--- src/rtl/assert_macros.svh ---
// assertion macros shared by the replacer modules
// no dependencies
`ifndef ASSERT_MACROS_SVH
`define ASSERT_MACROS_SVH

// same-cycle implication, disabled in reset
`define ASSERT_SAME(lbl, clk, rst_n, ante, cons) \
    lbl: assert property (@(posedge clk) disable iff (!(rst_n)) (ante) |-> (cons)) \
        else $error("assertion failed");

// next-cycle implication, disabled in reset
`define ASSERT_NEXT(lbl, clk, rst_n, ante, cons) \
    lbl: assert property (@(posedge clk) disable iff (!(rst_n)) (ante) |=> (cons)) \
        else $error("assertion failed");

`endif

--- src/rtl/lpfr_pkg.sv ---
// lpfr_pkg: sizes, controller/datapath command and status types
// used by lpfr_ctrl, lpfr_dp and lru_page_frame_replacer
package lpfr_pkg;

    localparam int NUM_FRAMES  = 4;
    localparam int PAGE_BITS   = 16;
    localparam int IN_PAGE_W   = 16;
    localparam int IDX_W       = (NUM_FRAMES > 1) ? $clog2(NUM_FRAMES) : 1;
    localparam int RANK_W      = IDX_W;
    localparam int FRAME_OUT_W = 2;
    localparam int COUNT_W     = 32;
    localparam logic [RANK_W-1:0] RANK_OLDEST = RANK_W'(NUM_FRAMES - 1);

    typedef struct packed {
        logic load;
        logic lookup;
        logic upd_hit;
        logic upd_fill;
    } t_cmd;

    typedef struct packed {
        logic hit;
    } t_stat;

endpackage

--- src/rtl/lpfr_ctrl.sv ---
// lpfr_ctrl: sequencer for one request: latch, lookup, update, report
// depends on lpfr_pkg and assert_macros.svh
`include "assert_macros.svh"

module lpfr_ctrl (
    input  logic           i_clk,
    input  logic           i_rst_n,
    input  logic           start,
    input  lpfr_pkg::t_stat i_stat,
    output lpfr_pkg::t_cmd  o_cmd,
    output logic           busy,
    output logic           o_done
);

    localparam logic [1:0] S_IDLE = 2'd0;
    localparam logic [1:0] S_LOOK = 2'd1;
    localparam logic [1:0] S_UPD  = 2'd2;
    localparam logic [1:0] S_DONE = 2'd3;

    logic [1:0] r_state;
    logic [1:0] n_state;

    always_comb begin
        n_state         = r_state;
        o_cmd           = '0;
        case (r_state)
            S_IDLE: begin
                if (start) begin
                    o_cmd.load = 1'b1;
                    n_state    = S_LOOK;
                end
            end
            S_LOOK: begin
                o_cmd.lookup = 1'b1;
                n_state      = S_UPD;
            end
            S_UPD: begin
                o_cmd.upd_hit  = i_stat.hit;
                o_cmd.upd_fill = !i_stat.hit;
                n_state        = S_DONE;
            end
            S_DONE: begin
                n_state = S_IDLE;
            end
            default: begin
                n_state = S_IDLE;
            end
        endcase
    end

    always_ff @(posedge i_clk) begin
        if (!i_rst_n) begin
            r_state <= S_IDLE;
        end else begin
            r_state <= n_state;
        end
    end

    assign busy   = (r_state != S_IDLE);
    assign o_done = (r_state == S_DONE);

    `ASSERT_NEXT(a_accept_starts_lookup, i_clk, i_rst_n, start && !busy, o_cmd.lookup)
    `ASSERT_NEXT(a_done_single_cycle, i_clk, i_rst_n, o_done, !o_done && !busy)
    `ASSERT_SAME(a_update_exclusive, i_clk, i_rst_n, 1'b1, !(o_cmd.upd_hit && o_cmd.upd_fill))

endmodule

--- src/rtl/lpfr_dp.sv ---
// lpfr_dp: frame table, parallel tag compare, victim select, rank aging, fault counter
// depends on lpfr_pkg and assert_macros.svh
`include "assert_macros.svh"

module lpfr_dp (
    input  logic                              i_clk,
    input  logic                              i_rst_n,
    input  lpfr_pkg::t_cmd                    i_cmd,
    input  logic [lpfr_pkg::IN_PAGE_W-1:0]    i_page_number,
    output lpfr_pkg::t_stat                   o_stat,
    output logic                              o_hit,
    output logic [lpfr_pkg::FRAME_OUT_W-1:0]  o_frame_index,
    output logic [lpfr_pkg::COUNT_W-1:0]      o_fault_count
);

    localparam int N = lpfr_pkg::NUM_FRAMES;

    logic [lpfr_pkg::PAGE_BITS-1:0] r_page;
    logic [lpfr_pkg::PAGE_BITS-1:0] r_res   [N];
    logic [N-1:0]                   r_valid;
    logic [lpfr_pkg::RANK_W-1:0]    r_rank  [N];
    logic [lpfr_pkg::COUNT_W-1:0]   r_faults;
    logic                           r_hit;
    logic [lpfr_pkg::IDX_W-1:0]     r_used;
    logic [lpfr_pkg::RANK_W-1:0]    r_limit;

    logic                           n_hit;
    logic [lpfr_pkg::IDX_W-1:0]     n_used;
    logic [lpfr_pkg::IDX_W-1:0]     hit_idx;
    logic [lpfr_pkg::IDX_W-1:0]     empty_idx;
    logic [lpfr_pkg::IDX_W-1:0]     lru_idx;
    logic                           any_empty;
    logic [lpfr_pkg::RANK_W-1:0]    n_rank  [N];

    // parallel compare and first-match selects
    always_comb begin
        n_hit     = 1'b0;
        hit_idx   = '0;
        empty_idx = '0;
        lru_idx   = '0;
        any_empty = 1'b0;
        for (int k = N - 1; k >= 0; k--) begin
            if (r_valid[k] && (r_res[k] == r_page)) begin
                n_hit   = 1'b1;
                hit_idx = lpfr_pkg::IDX_W'(k);
            end
            if (!r_valid[k]) begin
                any_empty = 1'b1;
                empty_idx = lpfr_pkg::IDX_W'(k);
            end
            if (r_rank[k] == lpfr_pkg::RANK_OLDEST) begin
                lru_idx = lpfr_pkg::IDX_W'(k);
            end
        end
        if (n_hit) begin
            n_used = hit_idx;
        end else if (any_empty) begin
            n_used = empty_idx;
        end else begin
            n_used = lru_idx;
        end
    end

    // rank aging
    always_comb begin
        for (int k = 0; k < N; k++) begin
            n_rank[k] = r_rank[k];
            if (lpfr_pkg::IDX_W'(k) == r_used) begin
                n_rank[k] = '0;
            end else if (r_valid[k] && (r_rank[k] != lpfr_pkg::RANK_OLDEST)
                         && (i_cmd.upd_fill || (r_rank[k] < r_limit))) begin
                n_rank[k] = r_rank[k] + lpfr_pkg::RANK_W'(1);
            end
        end
    end

    always_ff @(posedge i_clk) begin
        if (i_cmd.load) begin
            r_page <= lpfr_pkg::PAGE_BITS'(i_page_number);
        end
        if (i_cmd.lookup) begin
            r_hit   <= n_hit;
            r_used  <= n_used;
            r_limit <= r_rank[n_used];
        end
        if (i_cmd.upd_fill) begin
            r_res[r_used] <= r_page;
        end
    end

    always_ff @(posedge i_clk) begin
        if (!i_rst_n) begin
            r_valid  <= '0;
            r_faults <= '0;
            for (int k = 0; k < N; k++) begin
                r_rank[k] <= '0;
            end
        end else begin
            if (i_cmd.upd_hit || i_cmd.upd_fill) begin
                for (int k = 0; k < N; k++) begin
                    r_rank[k] <= n_rank[k];
                end
            end
            if (i_cmd.upd_fill) begin
                r_valid[r_used] <= 1'b1;
                if (r_faults != '1) begin
                    r_faults <= r_faults + lpfr_pkg::COUNT_W'(1);
                end
            end
        end
    end

    assign o_stat.hit    = r_hit;
    assign o_hit         = r_hit;
    assign o_frame_index = lpfr_pkg::FRAME_OUT_W'(r_used);
    assign o_fault_count = r_faults;

    `ASSERT_NEXT(a_fill_sets_valid, i_clk, i_rst_n, i_cmd.upd_fill, r_valid[r_used])
    `ASSERT_NEXT(a_used_is_newest, i_clk, i_rst_n, i_cmd.upd_hit || i_cmd.upd_fill,
        r_rank[r_used] == '0)
    `ASSERT_NEXT(a_count_only_on_fault, i_clk, i_rst_n, !i_cmd.upd_fill, $stable(r_faults))

endmodule

--- src/rtl/lru_page_frame_replacer.sv ---
// lru_page_frame_replacer: top level, joins controller and datapath
// depends on lpfr_pkg, lpfr_ctrl, lpfr_dp
//
// channel   direction  handshake                 payload
// request   in         start high, busy low      i_page_number
// result    out        o_done one-cycle strobe   o_hit, o_frame_index, o_fault_count
//
// a request passes through these steps before the next request can be accepted:
// latch, tag compare and victim pick, table update, result strobe
// o_done rises after the table update and is taken at the end of its strobe; busy is high meanwhile
// synchronous active-low reset empties all frames and clears the fault count
// results cannot be stalled; each is valid only during its o_done cycle

module lru_page_frame_replacer (
    input  logic                              i_clk,
    input  logic                              i_rst_n,
    input  logic                              start,
    input  logic [lpfr_pkg::IN_PAGE_W-1:0]    i_page_number,
    output logic                              busy,
    output logic                              o_done,
    output logic                              o_hit,
    output logic [lpfr_pkg::FRAME_OUT_W-1:0]  o_frame_index,
    output logic [lpfr_pkg::COUNT_W-1:0]      o_fault_count
);

    lpfr_pkg::t_cmd  cmd;
    lpfr_pkg::t_stat stat;

    lpfr_ctrl u_ctrl (
        .i_clk   (i_clk),
        .i_rst_n (i_rst_n),
        .start   (start),
        .i_stat  (stat),
        .o_cmd   (cmd),
        .busy    (busy),
        .o_done  (o_done)
    );

    lpfr_dp u_dp (
        .i_clk         (i_clk),
        .i_rst_n       (i_rst_n),
        .i_cmd         (cmd),
        .i_page_number (i_page_number),
        .o_stat        (stat),
        .o_hit         (o_hit),
        .o_frame_index (o_frame_index),
        .o_fault_count (o_fault_count)
    );

endmodule
--- config.mk ---
export PLATFORM = sky130hd
export DESIGN_NAME = lru_page_frame_replacer
export DESIGN_NICKNAME = d
export VERILOG_FILES = /design/src/rtl/lpfr_pkg.sv /design/src/rtl/lpfr_ctrl.sv /design/src/rtl/lpfr_dp.sv /design/src/rtl/lru_page_frame_replacer.sv
export VERILOG_INCLUDE_DIRS = /design/src /design/src/rtl
export SDC_FILE = /design/constraint.sdc
export NUM_CORES = 1
export LEC_CHECK = 0
export CAP_MARGIN = 0
export CORE_MARGIN = 2
export CORE_UTILIZATION = 63
export CTS_CLUSTER_SIZE = 30
export DETAILED_ROUTE_END_ITERATION = 10
export DONT_BUFFER_PORTS = 1
export PLACE_DENSITY_LB_ADDON = 0.08
export SLEW_MARGIN = 20
export SYNTH_ARGS = -nofsm -noshare
export SYNTH_HDL_FRONTEND = slang
export SYNTH_SLANG_ARGS = --single-unit
--- constraint.sdc ---
create_clock -name i_clk -period 3.1 [get_ports i_clk]
set_clock_uncertainty 0.2 [all_clocks]
set_input_delay 0.155 -clock i_clk [delete_from_list [all_inputs] [get_ports i_clk]]
set_output_delay 0.155 -clock i_clk [all_outputs]
set_load 0.01 [all_outputs]
======== Yosys cells after proc, flatten, opt, wreduce, memory -nomap -nowiden ========
Memories as Yosys holds them, arrays and structs flattened. A register that Yosys moved wholly into a read port is not among the register bits.
Index checks and enable logic that the tools add are counted.
W data, S select, Z words.
storage, ports and cells
  bits in registers ....................... 57
  output and inout port bits .............. 37
  memories ................................ 2
  memory bits (writable) .................. 72
  input bits .............................. 19
cells by class
  $lt $le $gt $ge ......................... 6
  add/subtract/negate cells ............... 5
  bitwise gates (word level) .............. 5
  muxes and demuxes ....................... 48
  equal/unequal tests ..................... 20
  reduce and logical (&&, ||, !) cells .... 23
memories
  name         depth  bits a word  read ports  clocked after memory_dff  wr ports  line           RTL
  u_dp.r_res   4      16           4           0                         1         lpfr_dp.sv:19  logic [lpfr_pkg::PAGE_BITS-1:0] r_res [N];
  u_dp.r_rank  4      2            5           1                         4         lpfr_dp.sv:21  logic [lpfr_pkg::RANK_W-1:0] r_rank [N];
operator list
  operator                 number
  $eq A16 B16 Y1           4
  $mux W2                  28
  $add A32 B1 Y32 const B  1
  $ne A32 B32 Y1 const B   1
  $mux W1                  18
  $logic_and A1 B1 Y1      13
  $eq A2 B2 Y1 const B     6
  $ne A2 B2 Y1 const B     5
  $add A2 B1 Y2 const B    4
  $lt A2 B2 Y1             4
  $pmux W2 S4              1
  $logic_or A1 B1 Y1       5
  $eq A2 B2 Y1 const A     2
  $logic_not A2 Y1         2
  $or A1 B1 Y1             4
  $or A4 B4 Y4             1
  $lt A2 B3 Y1 const B     1
  $demux W1 S2             1
  $eq A1 B2 Y1 const A     1
  $eq A2 B1 Y1 const B     1
  $ge A2 B1 Y1 const B     1
  $reduce_and A2 Y1        1
  $reduce_bool A2 Y1       1
  $logic_not A1 Y1         1

======== Depth between registers and ports, before layout ========
  depth after elaboration ................. 7
  depth in mapped cells ................... 9
  mapped depth without buffers ............ 8

======== By module ========
From an unflattened synthesis, not the netlist that was laid out.
unflattened totals
  cell total of the unflattened synthesis .. 459
  area, all modules ....................... 5816.8 µm²
modules (own cells, without submodules)
  module     area an instance (µm²)  instances  cells an instance
  lpfr_dp    5650.4                  1          440
  lpfr_ctrl  166.4                   1          19

======== Least setup slack after synthesis ========
OpenSTA, ideal clock, no wires.
  path kind ............................... flip-flop to flip-flop
  start point ............................. register u_ctrl.r_state[0]
  end point ............................... memory u_dp.r_res[0][0] (netlist bit), enable pin
  data arrival time ....................... 2.061 ns
  period minus slack after synthesis ...... 2.673 ns
  setup time .............................. 0.412 ns
  stages on the path, launching flop included .. 5
  path slack .............................. 0.427 ns
  path through ............................ dfxtp_1 inv_1 ha_1 nand2b_1 nor3_1
on the way
  cells in the longest elaborated chain, start to end .. 4
RTL lines
  item                           line             RTL
  from (decl)                    lpfr_ctrl.sv:20  logic [1:0] r_state;
  from (signal assigned)         lpfr_ctrl.sv:55  r_state <= n_state;
  $eq A2 B2 Y1                   lpfr_ctrl.sv:26  case (r_state)
  $mux W2                        lpfr_ctrl.sv:26
  $mux W1                        lpfr_dp.sv:86    if (i_cmd.upd_fill) begin
  $mux W1 (not written as such)  lpfr_dp.sv:87    r_res[r_used] <= r_page;
  to (decl)                      lpfr_dp.sv:19
Every way passes these cells.

======== Worst setup path after layout ========
  start point ............................. register u_dp.r_page[0] (netlist bit)
  end point ............................... register u_dp.r_limit[1] (netlist bit), read port of u_dp.r_rank (data pin)
on the way
  cells in the longest elaborated chain, start to end .. 7
  elaborated cells between the ends (all ways) .. 17
RTL lines
  item                                                    line           RTL
  from (decl)                                             lpfr_dp.sv:18  logic [lpfr_pkg::PAGE_BITS-1:0] r_page;
  from (signal assigned)                                  lpfr_dp.sv:79  r_page <= lpfr_pkg::PAGE_BITS'(i_page_number);
  $eq A16 B16 Y1                                          lpfr_dp.sv:43  if (r_valid[k] && (r_res[k] == r_page)) begin
  $logic_and A1 B1 Y1                                     lpfr_dp.sv:43
  $mux W2 / $mux W1 (equally long branches) (4 in a row)  lpfr_dp.sv:43
  $mux W2 (*)                                             lpfr_dp.sv:55  if (n_hit) begin
  to (decl)                                               lpfr_dp.sv:25  logic [lpfr_pkg::RANK_W-1:0] r_limit;
Every way passes the cells marked *; elsewhere a longest branch is shown, timed or not.
A chain may end at the register's enable or synchronous reset.

==> results.json <==
{
  "outcome": "complete, no violations",
  "slew_violations": 0,
  "finalNonFillerCells": 639,
  "ctsResizeCount": 0,
  "final-hold-violation-count": 0,
  "grt_pass1_vias": 3636,
  "synth-seq-area-share": 0.6003,
  "synth_edf_count": 93,
  "cp-start-kind": "register",
  "wl_met1_um": 5516,
  "min_path_cells": 1,
  "cp_top_family": "compound AO/OA/AOI/OAI gates",
  "min_period_ps": 2843,
  "slowest_delay_ps": 530,
  "drive_gt1_frac": 0.08523,
  "cts_sinks": 131,
  "setup_viol": 0,
  "path_class": "register to register",
  "cts_max_level": 4,
  "setup_tns_ps": 0,
  "fin_crit_sh": 0.9173,
  "post_cts_buffers": 0,
  "cts-root-buf": "clkbuf_8",
  "grt_max_degree": 45,
  "die_h_um": 100.9,
  "clkPwrFrac": 0.395,
  "peakVddDrop_mv": 0.5113,
  "vias": 3677,
  "io_buffers": 0,
  "p_per_area_mw_per_mm2": 690.3,
  "fin_util": 0.7444,
  "dp.final_hpwl_um": 7725,
  "hp-class": "primary input to register",
  "path_common_cell": "a211oi_1",
  "core_mm2": 0.009196,
  "r2r-end": "u_dp.r_limit[1]",
  "p_sw_frac": 0.2596,
  "ys_warn_count": 0,
  "p_int_mw": 3.499,
  "grt_overflow_total": 0,
  "place_area_mm2": 0.006078,
  "combPwrFrac": 0.120,
  "syn_area_mm2": 0.005919,
  "grt_pass1_wl_um": 18700,
  "synth-seq-cells": 131,
  "clkLatencyLatePin_ps": 520,
  "nets": 548,
  "ios": 56,
  "routedWlPerCell_um": 18.35,
  "synth_top_cell_by_area": "edfxtp_1",
  "top_layer": "met4",
  "fmax_mhz": 351.7,
  "wl_met2_um": 5245,
  "wirelength_um": 11720,
  "yosysTopAreaCellShare": 0.4718,
  "cts_tree": "yes",
  "antenna_found_initial": 0,
  "worst-path-max-fanout": 8,
  "hp-start": "i_page_number[0]",
  "initial_core_util": 0.6437,
  "vias_per_cell": 5.754,
  "drc_errors": 0,
  "synthArstFlopShare": 0,
  "dr.pass1.iters": 4,
  "timing.rr.start": "u_dp.r_page[0]",
  "die-area_mm2": 0.01019,
  "syn_inst": 476,
  "antennaDiodeCount": 0,
  "synth_area_leaders": "edfxtp_1, dfxtp_1, xor2_1",
  "cts_buffer_depth": 2,
  "dr.first_iter.drc_count": 185,
  "cp_cell_sequence": "xor2_1 -> nor4_1 -> nand4_1 -> o22a_1 -> a211o_1 -> a211oi_1 -> a211oi_1",
  "synth_nets": 509,
  "ys_types": 47,
  "rsz0062_at_grt": "no",
  "arrival_ps": 2890,
  "tightest_slew_ps": 483.1,
  "cap_violations": 0,
  "cts_buffers": 17,
  "route.met3.wl_um": 788,
  "synth_flop_cell": "edfxtp_1",
  "p_sw_mw": 1.227,
  "gp_congestion": 0.8978,
  "timing.critical_path.buf_inv": 0,
  "rows": 35,
  "synthTopCellsByCount": "edfxtp_1, xor2_1, xnor2_1",
  "path_clk_slew_ps": 60,
  "layout.cell_area.non_filler_mm2": 0.006845,
  "required_ps": 3150,
  "placedCellCount": 587,
  "areaGrowthSynthToFinish_pct": 15.64,
  "cp_slowest_cell": "edfxtp_1",
  "min_to": "u_dp.r_page[0]",
  "antenna_left": 0,
  "grt_use_total": 0.2486,
  "maxSlewHeadroom": 0.6755,
  "critical_path.endpoint_type": "register",
  "p_leak_nw": 2.490,
  "seqPwrFrac": 0.485,
  "reg2reg_slack_ps": 260,
  "synth.avg_cell_area_um2": 12.44,
  "ff2ff_path_depth": 7,
  "die_w_um": 100.9,
  "synth.most_common_cell": "edfxtp_1"
}
## what timing repair did
action	in CTS	in global routing
hold endpoints to repair	81	0
endpoints found under the setup margin	0	0
hold buffers	20	0
## through the flow
step	hold slack (ps)	power, mW	setup WS (ps)
final	53.88	4.725	256.5
after global routing	39.48	4.937	166.7
after CTS	35.86	4.754	285.1
after detailed placement	53.92	2.859	304.7
after global placement	53.92	2.839	334.5
after floorplan	53.87	2.666	427.1
## registers in the layout, indices dropped and copies added (netlist names)
register,count
u_dp.o_hit,1
u_dp.r_limit,2
u_dp.r_rank,8
u_dp.o_fault_count,32
u_dp.r_page,16
u_ctrl.r_state,2
u_dp.o_frame_index,2
u_dp.r_valid,4
u_dp.r_res,64
## final cells by class
cell class / count / area (µm²)
clock buffers: 24 / 450.4
clock inverters: 8 / 106.4
fillers: 619 / 2351
inverters: 11 / 41.29
multi-input cells: 327 / 2292
flip-flops and latches: 131 / 3553
well taps: 111 / 138.9
repair buffers: 27 / 262.8
## routing by layer
layer,global-route usage,vias to the layer above
li1,-,1784
met4,0.09771,0
met1,0.3482,1772
met5,0,-
met2,0.3585,105
met3,0.08599,16
## power by group through the flow
stage          Sequential (mW)  Clock, mW  Combinational, mW
4_1_cts                   2.29       1.89              0.572
6_report                  2.29       1.87              0.567
3_3_place_gp              2.32          0              0.524
3_5_place_dp              2.32          0              0.535
5_1_grt                   2.32       1.97              0.645
2_1_floorplan             2.27          0              0.400
## cells in the final DEF, fill, tap and decap left out, types with 3 or more instances in the layout
cell	synthesis	layout
xor2_1	53	53
clkinv_4	0	3
clkbuf_16	0	16
nand4_1	17	17
a211oi_1	4	4
mux2i_1	3	3
nand2b_1	9	9
dlygate4sd3_1	0	19
dfxtp_1	38	38
nor2b_1	8	8
ha_1	14	14
nand2_1	33	33
nor2_1	22	22
edfxtp_1	93	93
and2_1	29	29
o21a_1	4	4
buf_4	1	7
inv_1	11	11
nor3_1	8	7
clkbuf_1	5	6
nor4_1	12	12
o21ai_0	10	10
nand3_1	15	15
xnor2_1	40	40
and3_1	9	9
a21oi_1	6	6
## how the worst max path moves through the flow
stage / startpoint / endpoint / cells past startpoint / slack (ps)
after global routing: u_dp.r_page[0] / u_dp.r_limit[1] / 7 / 170
after CTS: u_dp.r_page[0] / u_dp.r_limit[1] / 7 / 290
after global placement: u_dp.r_page[13] / u_dp.r_limit[1] / 7 / 330
final: u_dp.r_page[0] / u_dp.r_limit[1] / 7 / 260
after detailed placement: u_dp.r_page[13] / u_dp.r_limit[1] / 7 / 300
after floorplan: u_ctrl.r_state[0] / u_dp.r_res[0][0] / 4 / 430
## logic make-up after synthesis
| family | count (synthesis) | synth area share |
|---|---|---|
| buffers and inverters | 18 | 0.01332 |
| AND/OR/NAND/NOR | 179 | 0.1712 |
| XOR/XNOR | 93 | 0.1376 |
| multiplexers | 3 | 0.005073 |
| adder cells (fa/ha/maj) | 14 | 0.02959 |
| AO/OA/AOI/OAI | 38 | 0.04291 |
| flip-flops | 131 | 0.6003 |
Power figures use the tool's default switching activity.
